`config.mk`:
```
export PLATFORM = sky130hd
export DESIGN_NAME = uart_line_receiver_unit
export DESIGN_NICKNAME = d
export VERILOG_FILES = /design/src/sv/ulr_pkg.sv /design/src/sv/uart_line_receiver_unit.sv
export VERILOG_INCLUDE_DIRS = /design/src /design/src/sv
export SDC_FILE = /design/constraint.sdc
export NUM_CORES = 1
export LEC_CHECK = 0
export CAP_MARGIN = 20
export CORE_ASPECT_RATIO = 0.7
export CORE_MARGIN = 2
export CORE_UTILIZATION = 50
export CTS_CLUSTER_SIZE = 12
export DETAILED_ROUTE_END_ITERATION = 10
export DONT_BUFFER_PORTS = 1
export PLACE_DENSITY_LB_ADDON = 0.12
export SLEW_MARGIN = 20
export SYNTH_ARGS = -nofsm -noshare
export SYNTH_HDL_FRONTEND = slang
export SYNTH_SLANG_ARGS = --single-unit
export TNS_END_PERCENT = 30
```
`constraint.sdc`:
```
create_clock -name clk -period 3.5 [get_ports clk]
set_input_delay 0.35 -clock clk [delete_from_list [all_inputs] [get_ports clk]]
set_output_delay 0.35 -clock clk [all_outputs]
set_load 0.03 [all_outputs]
```
`src/sv/uart_line_receiver_unit_macros.svh`:
```
// Assertion helpers for the line receiver
`ifndef UART_LINE_RECEIVER_UNIT_MACROS_SVH
`define UART_LINE_RECEIVER_UNIT_MACROS_SVH

// same-cycle implication, checked outside reset
`define ULR_ASSERT_NOW(label, ante, cons, msg) \
  label: assert property (@(posedge clk) disable iff (rst) (ante) |-> (cons)) \
    else $error(msg);

// next-cycle implication, checked outside reset
`define ULR_ASSERT_NEXT(label, ante, cons, msg) \
  label: assert property (@(posedge clk) disable iff (rst) (ante) |=> (cons)) \
    else $error(msg);

`endif

```
`src/sv/ulr_pkg.sv`:
```
package ulr_pkg;

  // line buffer depth and position width
  localparam int LINE_DEPTH = 32;
  localparam int POS_W      = (LINE_DEPTH > 2) ? $clog2(LINE_DEPTH) : 1;

  // fixed field widths
  localparam int CHAR_W   = 8;
  localparam int INDEX_W  = 5;
  localparam int STATUS_W = 2;
  localparam int IDLE_W   = 8;

  // bit phases: start bit, data bits, stop bit, ready
  localparam logic [3:0] PH_START = 4'd0;
  localparam logic [3:0] PH_DATA0 = 4'd1;
  localparam logic [3:0] PH_STOP  = 4'd9;
  localparam logic [3:0] PH_READY = 4'd10;

  // character codes
  localparam logic [CHAR_W-1:0] CHAR_NL  = 8'h0A;
  localparam logic [CHAR_W-1:0] CHAR_NUL = 8'h00;

  // idle timeout after reset
  localparam logic [IDLE_W-1:0] IDLE_TIMEOUT_RST = 8'd240;

  // event kind
  typedef enum logic {
    CMD_TICK = 1'b0,
    CMD_EDGE = 1'b1
  } cmd_t;

  // line status of a result
  typedef enum logic [STATUS_W-1:0] {
    ST_NONE     = 2'd0,
    ST_TERM     = 2'd1,
    ST_OVERFLOW = 2'd2,
    ST_TIMEOUT  = 2'd3
  } status_t;

endpackage

```
`src/sv/uart_line_receiver_unit.sv`:
```
// 8N1 serial line receiver. Each input transaction is one event: a bit-time
// sample tick (tuser 0) or a line level change (tuser 1). A qualifying falling
// edge starts a frame; the next tick passes over the start bit, eight ticks shift
// in data LSB first and the stop-bit tick delivers the character (newline sent
// as zero) with its position in the line. A zero character ends the line, the
// last buffer slot aborts it, and idle ticks beyond idle_timeout_ticks end it
// by timeout. One event is taken per clock; each event passes through the input
// register, then the result register. Throughput drops below one per clock
// only while a result waits in the output register for tready.
`include "uart_line_receiver_unit_macros.svh"

module uart_line_receiver_unit (
  input  logic       clk,
  input  logic       rst,
  // configuration: idle_timeout_ticks
  input  logic       cfg_wr_en,
  input  logic [7:0] cfg_wr_data,
  // input events
  input  logic       s_axis_tvalid,
  output logic       s_axis_tready,
  input  logic [7:0] s_axis_tdata,   // [0] line_level, [1] tx_busy, [7:2] zero
  input  logic       s_axis_tuser,   // [0] cmd
  // results
  output logic       m_axis_tvalid,
  input  logic       m_axis_tready,
  output logic [15:0] m_axis_tdata,  // [7:0] rx_char, [12:8] char_index,
                                     // [14:13] line_status, [15] zero
  output logic       m_axis_tuser    // [0] char_valid
);

  localparam int POS_W = ulr_pkg::POS_W;
  localparam logic [POS_W-1:0] POS_LAST = POS_W'(ulr_pkg::LINE_DEPTH - 1);

  // configuration register
  logic [ulr_pkg::IDLE_W-1:0] idle_timeout;

  // input register
  logic                in_valid;
  ulr_pkg::cmd_t       in_cmd;
  logic                in_level;
  logic                in_busy;

  // receiver state
  logic                receiving,    receiving_next;
  logic [3:0]          bit_phase,    bit_phase_next;
  logic [ulr_pkg::CHAR_W-1:0] shift_reg, shift_reg_next;
  logic [POS_W-1:0]    write_pos,    write_pos_next;
  logic [ulr_pkg::IDLE_W-1:0] idle_count, idle_count_next;

  // result register
  logic                res_valid;
  logic                res_char_valid;
  logic [ulr_pkg::CHAR_W-1:0]  res_char;
  logic [ulr_pkg::INDEX_W-1:0] res_index;
  ulr_pkg::status_t    res_status;

  // computed result
  logic                gen;
  logic                gen_char_valid;
  logic [ulr_pkg::CHAR_W-1:0]  gen_char;
  logic [ulr_pkg::INDEX_W-1:0] gen_index;
  ulr_pkg::status_t    gen_status;

  logic                proc;
  logic [ulr_pkg::CHAR_W-1:0]  stop_char;
  logic [ulr_pkg::IDLE_W-1:0]  idle_sum;
  logic [POS_W+ulr_pkg::INDEX_W-1:0] pos_ext;

  // handshake: process the held event whenever the result register can take it
  assign proc          = in_valid && (!res_valid || m_axis_tready);
  assign s_axis_tready = !in_valid || proc;

  assign stop_char = (shift_reg == ulr_pkg::CHAR_NL) ? ulr_pkg::CHAR_NUL : shift_reg;
  assign idle_sum  = idle_count + 1'b1;
  assign pos_ext   = {{ulr_pkg::INDEX_W{1'b0}}, write_pos};

  // configuration write
  always_ff @(posedge clk) begin
    if (rst) begin
      idle_timeout <= ulr_pkg::IDLE_TIMEOUT_RST;
    end else if (cfg_wr_en) begin
      idle_timeout <= cfg_wr_data;
    end
  end

  // input register
  always_ff @(posedge clk) begin
    if (rst) begin
      in_valid <= 1'b0;
    end else if (s_axis_tready) begin
      in_valid <= s_axis_tvalid;
    end
  end

  always_ff @(posedge clk) begin
    if (s_axis_tready && s_axis_tvalid) begin
      in_cmd   <= ulr_pkg::cmd_t'(s_axis_tuser);
      in_level <= s_axis_tdata[0];
      in_busy  <= s_axis_tdata[1];
    end
  end

  // event processing
  always_comb begin
    receiving_next  = receiving;
    bit_phase_next  = bit_phase;
    shift_reg_next  = shift_reg;
    write_pos_next  = write_pos;
    idle_count_next = idle_count;
    gen             = 1'b0;
    gen_char_valid  = 1'b0;
    gen_char        = ulr_pkg::CHAR_NUL;
    gen_index       = '0;
    gen_status      = ulr_pkg::ST_NONE;
    if (proc) begin
      if (in_cmd == ulr_pkg::CMD_EDGE) begin
        // frame start on a falling edge while ready and not transmitting
        if (!in_level && !in_busy && bit_phase >= ulr_pkg::PH_READY) begin
          receiving_next = 1'b1;
          bit_phase_next = ulr_pkg::PH_START;
        end
      end else if (receiving) begin
        if (bit_phase == ulr_pkg::PH_START) begin
          idle_count_next = '0;
          shift_reg_next  = '0;
          bit_phase_next  = ulr_pkg::PH_DATA0;
        end else if (bit_phase < ulr_pkg::PH_STOP) begin
          shift_reg_next = {in_level, shift_reg[ulr_pkg::CHAR_W-1:1]};
          bit_phase_next = bit_phase + 4'd1;
        end else if (bit_phase == ulr_pkg::PH_STOP) begin
          // deliver character; terminator wins over buffer limit
          gen            = 1'b1;
          gen_char_valid = 1'b1;
          gen_char       = stop_char;
          gen_index      = pos_ext[ulr_pkg::INDEX_W-1:0];
          shift_reg_next = stop_char;
          bit_phase_next = ulr_pkg::PH_READY;
          write_pos_next = write_pos + 1'b1;
          if (stop_char == ulr_pkg::CHAR_NUL) begin
            gen_status     = ulr_pkg::ST_TERM;
            write_pos_next = '0;
            receiving_next = 1'b0;
          end else if (write_pos == POS_LAST) begin
            gen_status     = ulr_pkg::ST_OVERFLOW;
            write_pos_next = '0;
            receiving_next = 1'b0;
          end
        end else begin
          // ready phase: idle tick count
          idle_count_next = idle_sum;
          if (idle_sum > idle_timeout) begin
            gen            = 1'b1;
            gen_status     = ulr_pkg::ST_TIMEOUT;
            write_pos_next = '0;
            receiving_next = 1'b0;
          end
        end
      end
    end
  end

  // state registers
  always_ff @(posedge clk) begin
    if (rst) begin
      receiving  <= 1'b0;
      bit_phase  <= ulr_pkg::PH_READY;
      shift_reg  <= '0;
      write_pos  <= '0;
      idle_count <= '0;
    end else begin
      receiving  <= receiving_next;
      bit_phase  <= bit_phase_next;
      shift_reg  <= shift_reg_next;
      write_pos  <= write_pos_next;
      idle_count <= idle_count_next;
    end
  end

  // result register
  always_ff @(posedge clk) begin
    if (rst) begin
      res_valid <= 1'b0;
    end else if (proc) begin
      res_valid <= gen;
    end else if (m_axis_tready) begin
      res_valid <= 1'b0;
    end
  end

  always_ff @(posedge clk) begin
    if (gen) begin
      res_char_valid <= gen_char_valid;
      res_char       <= gen_char;
      res_index      <= gen_index;
      res_status     <= gen_status;
    end
  end

  assign m_axis_tvalid = res_valid;
  assign m_axis_tuser  = res_char_valid;
  assign m_axis_tdata  = {1'b0, res_status, res_index, res_char};

  // checks
  `ULR_ASSERT_NOW(a_pos_range, 1'b1, write_pos <= POS_LAST, "write position past buffer end")
  `ULR_ASSERT_NOW(a_frame_receiving, bit_phase < ulr_pkg::PH_READY, receiving,
    "frame in progress while not receiving")
  `ULR_ASSERT_NOW(a_timeout_form, res_valid && !res_char_valid,
    res_status == ulr_pkg::ST_TIMEOUT && res_char == ulr_pkg::CHAR_NUL,
    "non-character result is not a clean timeout")
  `ULR_ASSERT_NEXT(a_result_loaded, proc && gen, res_valid, "generated result lost")

endmodule

```
== Word level (Yosys, flattened, before mapping) ==
Index checks and enable logic that the tools add are counted.

* Flip-flop bits (word level): 55
* Bits in latches: 0
* RAM bits: 0
* Memory bits (read-only): 0
* Output and inout port bits: 19
* Word-level logic and storage cells: 97
* Memories kept: 0

* Add/sub/neg operators: 3
* $mul: 0
* Divide/modulo/power cells: 0
* Magnitude comparators: 3
* Equality and inequality tests: 6
* Shifts and indexed selects: 0
* Multiplexer cells: 40
* Bitwise gates (word level): 6
* Reduce and logical (&&, ||, !) cells: 24

{| class="wikitable"
|+ Operators with widths
! cell !! number
|-
| 8-bit 2-to-1 mux || 7
|-
| 4-bit 2-to-1 mux || 6
|-
| 5-bit 2-to-1 mux || 4
|-
| 1-bit 2-to-1 mux || 19
|-
| 8-bit by 1-bit adder with 8-bit output (second input constant) || 1
|-
| 8-bit by 4-bit equality test with 1-bit output (second input constant) || 1
|-
| 8-bit > comparator || 1
|-
| 8-bit logical NOT || 1
|-
| 2-bit 2-to-1 mux || 4
|-
| 4-bit AND reduction || 2
|-
| 1-bit NOT || 6
|-
| 6-bit AND reduction || 1
|-
| 2-bit nonzero test || 3
|-
| 6-bit OR reduction || 1
|-
| 5-bit by 1-bit adder with 5-bit output (second input constant) || 1
|-
| 5-bit equality test (second input constant) || 1
|-
| 5-bit AND reduction || 1
|-
| 5-bit OR reduction || 1
|-
| 4-bit by 1-bit adder with 4-bit output (second input constant) || 1
|-
| 4-bit equality test (second input constant) || 1
|-
| 4-bit greater-or-equal comparator (second input constant) || 1
|-
| 1-bit logical AND || 4
|-
| 1-bit logical NOT || 4
|-
| 4-bit logical NOT || 1
|-
| 7 further kinds || 9
|}

== Depth between registers and ports, before layout ==
* Depth in word-level cells: 10
* Depth in mapped cells: 12
* Depth with buffers taken out: 11

== Worst setup path after synthesis ==
OpenSTA, ideal clock, no wires.

* Path type: reg-to-reg
* Start: reg idle_count[0] (netlist name)
* End: reg res_char_valid (netlist: m_axis_tuser) (enable)
* Library setup time: 373 ps
* Data arrival time: 2348 ps
* Required time: 3127 ps
* Slack: 780 ps
* Cell stages (with the launch flop): 12
* Cells stage by stage: dfxtp_1 ha_1 nand3_1 nor2_1 xor2_1 ha_1 nand4_1 nor3_1 nor3_1 a21bo_2 buf_4 inv_1

* Word-level cells in the longest chain between the ends: 9

{| class="wikitable"
|+ Ends and longest elaborated chain
! what !! line !! text
|-
| start, declared || uart_line_receiver_unit.sv:48 || <nowiki>logic [ulr_pkg::IDLE_W-1:0] idle_count, idle_count_next;</nowiki>
|-
| start signal, assigned || uart_line_receiver_unit.sv:175 || <nowiki>idle_count <= idle_count_next;</nowiki>
|-
| 8-bit by 1-bit adder with 8-bit output || uart_line_receiver_unit.sv:74 || <nowiki>assign idle_sum = idle_count + 1'b1;</nowiki>
|-
| 8-bit > comparator || uart_line_receiver_unit.sv:151 || <nowiki>if (idle_sum > idle_timeout) begin</nowiki>
|-
| 1-bit 2-to-1 mux || uart_line_receiver_unit.sv:151 ||
|-
| 1-bit 2-to-1 mux || uart_line_receiver_unit.sv:130 || <nowiki>end else if (bit_phase == ulr_pkg::PH_STOP) begin</nowiki>
|-
| 1-bit 2-to-1 mux || uart_line_receiver_unit.sv:127 || <nowiki>end else if (bit_phase < ulr_pkg::PH_STOP) begin</nowiki>
|-
| 1-bit 2-to-1 mux || uart_line_receiver_unit.sv:123 || <nowiki>if (bit_phase == ulr_pkg::PH_START) begin</nowiki>
|-
| 1-bit 2-to-1 mux || uart_line_receiver_unit.sv:122 || <nowiki>end else if (receiving) begin</nowiki>
|-
| 1-bit 2-to-1 mux || uart_line_receiver_unit.sv:116 || <nowiki>if (in_cmd == ulr_pkg::CMD_EDGE) begin</nowiki>
|-
| 1-bit 2-to-1 mux || uart_line_receiver_unit.sv:115 || <nowiki>if (proc) begin</nowiki>
|-
| net gen || uart_line_receiver_unit.sv:58 || <nowiki>logic gen;</nowiki>
|-
| end signal, assigned || uart_line_receiver_unit.sv:192 || <nowiki>res_char_valid <= gen_char_valid;</nowiki>
|-
| end, declared || uart_line_receiver_unit.sv:52 || <nowiki>logic res_char_valid;</nowiki>
|}

The timed path passes the listed nets, and every way through them passes these cells.
A chain may end at the register's enable or synchronous reset.

== Final worst setup path ==
* Start: reg idle_count[0] (netlist name)
* End: reg res_status[0] (enable)

* Word-level cells in the longest chain between the ends: 9

{| class="wikitable"
|+ Ends and longest elaborated chain
! what !! line !! text
|-
| 8-bit by 1-bit adder with 8-bit output || uart_line_receiver_unit.sv:74 ||
|-
| 8-bit > comparator || uart_line_receiver_unit.sv:151 ||
|-
| 1-bit 2-to-1 mux || uart_line_receiver_unit.sv:151 ||
|-
| 1-bit 2-to-1 mux || uart_line_receiver_unit.sv:130 ||
|-
| 1-bit 2-to-1 mux || uart_line_receiver_unit.sv:127 ||
|-
| 1-bit 2-to-1 mux || uart_line_receiver_unit.sv:123 ||
|-
| 1-bit 2-to-1 mux || uart_line_receiver_unit.sv:122 ||
|-
| 1-bit 2-to-1 mux || uart_line_receiver_unit.sv:116 ||
|-
| 1-bit 2-to-1 mux || uart_line_receiver_unit.sv:115 ||
|-
| net gen || uart_line_receiver_unit.sv:58 ||
|-
| end signal, assigned || uart_line_receiver_unit.sv:195 || <nowiki>res_status <= gen_status;</nowiki>
|-
| end, declared || uart_line_receiver_unit.sv:55 || <nowiki>ulr_pkg::status_t res_status;</nowiki>
|}

The timed path passes the listed nets, and every way through them passes these cells.

==> flow_metrics.py <==
metrics = {
    "status": {
        "status": "finished clean",
    },
    "final_layout": {
        "ff_latch_area_sq_mm": 0.001291,
        "synthToLayoutAreaGrowth_pct": 5.634,
        "multi_input_comb_area_sq_mm": 0.001341,
        "drive_above_1_share_pct": 6.810,
        "fin_nets": 315,
        "layout.cells.non_filler": 351,
        "final_util_pct": 55.04,
        "nFillCells": 504,
        "antenna_cells": 0,
        "fin_area_sq_mm": 0.002909,
    },
    "global_routing": {
        "antenna_found_initial": 0,
        "grt_max_degree": 28,
        "grt_pass1_wl_um": 8804,
        "grt_use_total_pct": 18.50,
        "overflow": 0,
        "grt_pass1_vias": 1759,
    },
    "power": {
        "power.total_mw": 1.143,
        "p_leak_nw": 1.144,
        "ir_worst_vdd_mv": 0.3184,
        "power-per-cell-area_mw_per_mm2": 393.1,
    },
    "clock_tree": {
        "post_cts_buffers": 0,
        "cts_inserted_buffers": 5,
        "cts_hold_buf": 0,
        "clock_tree.root_cell": "clkbuf_8",
        "htree_levels": 2,
        "clock_latency_ps": 310,
        "cts_resized": 0,
        "cts_tree": "built",
        "clock_path_buffers": 2,
        "clkTransAtPathRegs_ps": 100,
        "cts_num_sinks": 55,
    },
    "logic_synthesis": {
        "ys.flop_type": "dfxtp_1",
        "yosys_warnings": 0,
        "synth_edf_count": 19,
        "synth.top_cell.area_share_pct": 26.17,
        "synthCells": 280,
        "synth_cell_type_count": 52,
        "synth_nets": 317,
        "async_flop_share_pct": 0,
        "synthTopCellsByArea": "dfxtp_1 (26%), edfxtp_1 (21%), ha_1 (6.8%)",
        "syn_area_sq_mm": 0.002754,
        "synth_top_area_cell": "dfxtp_1",
        "synth-seq-area-share_pct": 46.89,
        "syn_avg_cell_area_sq_um": 9.835,
        "synth-seq-cells": 55,
    },
    "placed_design": {
        "detailed_place.area_sq_mm": 0.002794,
        "port_buffers": 0,
        "place.gp.congestion": 0.8320,
        "dp_hpwl_um": 3699,
        "post-place-ws_ps": 412.5,
        "placed_cells": 343,
    },
    "floorplan": {
        "coreArea_sq_mm": 0.005285,
        "pin_count": 41,
        "die_w_um": 92.71,
        "start_util_pct": 52.11,
        "rows": 22,
        "die_h_um": 66.09,
        "die-area_sq_mm": 0.006127,
    },
    "timing": {
        "finalSetupViolCount": 0,
        "tightest_slew_ps": 696.2,
        "maxSlewViolCount": 0,
        "post-route-period-util_pct": 88.19,
        "hold_ws_ps": 99.54,
        "fin_ws_ps": 413.4,
        "clock.fmax_mhz": 324.0,
        "finalClockSkew_ps": 7.545,
        "fin_crit_ps": 3087,
        "hold_violations": 0,
        "rsz0062_at_grt": "no",
        "max_slew_margin_pct": 53.54,
        "setup_tns_ps": 0,
    },
    "detailed_routing": {
        "wire_per_inst_um": 14.67,
        "wl_met2_um": 1961,
        "dr.max_layer_used": "met4",
        "dr_wl_met3_um": 210,
        "met1_length_um": 2928,
        "drt_iter0_drc": 112,
        "drc": 0,
        "routed-via-count": 1941,
        "first_pass_iters": 4,
        "vias_per_cell": 5.530,
        "antenna_left": 0,
        "drt_wl_total_um": 5150,
    },
    "critical_path": {
        "end_kind": "flop",
        "worstSetupStartpointType": "flop",
        "worstSetupPathType": "reg2reg",
        "crit_required_ps": 3450,
        "reg2reg_slack_ps": 410,
        "crit_fanout": 19,
        "crit_arrival_ps": 3040,
    },
    "run": {
        "cap_violations": 0,
    },
    "hold_path": {
        "hp-class": "in2reg",
    },
}
-- placed cells by master (no fill, tap or decap), drive strengths merged, types with 5 or more instances in the layout --
cell,synthesis,layout
dfxtp,36,36
a31oi,5,5
nand3,8,8
nor3,5,5
o21ai,8,8
a22oi,7,7
edfxtp,19,19
mux2i,8,8
inv,19,20
nand2,23,23
and2,11,11
ha,15,15
nor2,36,36
clkbuf,4,5
o211ai,5,5
a21oi,15,15
-- power breakdown --
part	total [mW]	internal, mW	switching, mW
registers	0.674	0.667	0.00759
logic	0.0372	0.0162	0.0210
clock network	0.432	0.216	0.216
total	1.14	0.899	0.245
-- synth_stat cells, types with 7 or more instances --
cell type	n
dfxtp_1	36
inv_1	19
ha_1	15
edfxtp_1	19
nor2_1	36
nand3_1	8
a21oi_1	15
mux2i_1	8
o21ai_0	7
and2_1	11
a22oi_1	7
nand2_1	23
-- logic make-up after synthesis --
logic type      Yosys count  share of synthesized area [%]
fa+ha+maj                16                          7.179
compound gates           57                          14.90
buf+inv                  28                          4.406
mux                       8                          2.908
simple gates            107                          20.35
other cells               1                         0.1362
flops                    55                          46.89
xor+xnor                  8                          3.226
-- layer usage --
layer / up-vias / track usage (%)
li1: 990 / -
met1: 906 / 29.24
met2: 40 / 25.09
met3: 5 / 4.675
met4: 0 / 3.860
met5: - / 0
-- path summary, 6_finish.rpt --
path,from,endpoint,cells past startpoint
max,idle_count[0]$_SDFFE_PP0P_,res_status[0]$_SDFFCE_PP0P_,10
min,rst,idle_count[2]$_SDFFE_PP0P_,1
max reg2reg,idle_count[0]$_SDFFE_PP0P_,res_status[0]$_SDFFCE_PP0P_,10
min reg2reg,idle_count[6]$_SDFFE_PP0P_,idle_count[6]$_SDFFE_PP0P_,2
-- layout make-up --
cell class	instances	share of cell area, %
multi-input combinational	197	46.11
sequential	55	44.39
tap	72	3.097
inverter	19	2.452
clock buffer	5	2.366
clock inverter	3	1.591
-- critical path: stages (launching register included) --
cell and delay [ps]:
dfxtp_1 440, ha_1 290, nand3_1 170, nor2_1 160
xor2_1 200, ha_1 280, nand4_1 150, nor3_1 80
nor3_1 120, a21bo_2 300, inv_1 530
Note: power is estimated with default switching activity, not from simulation.
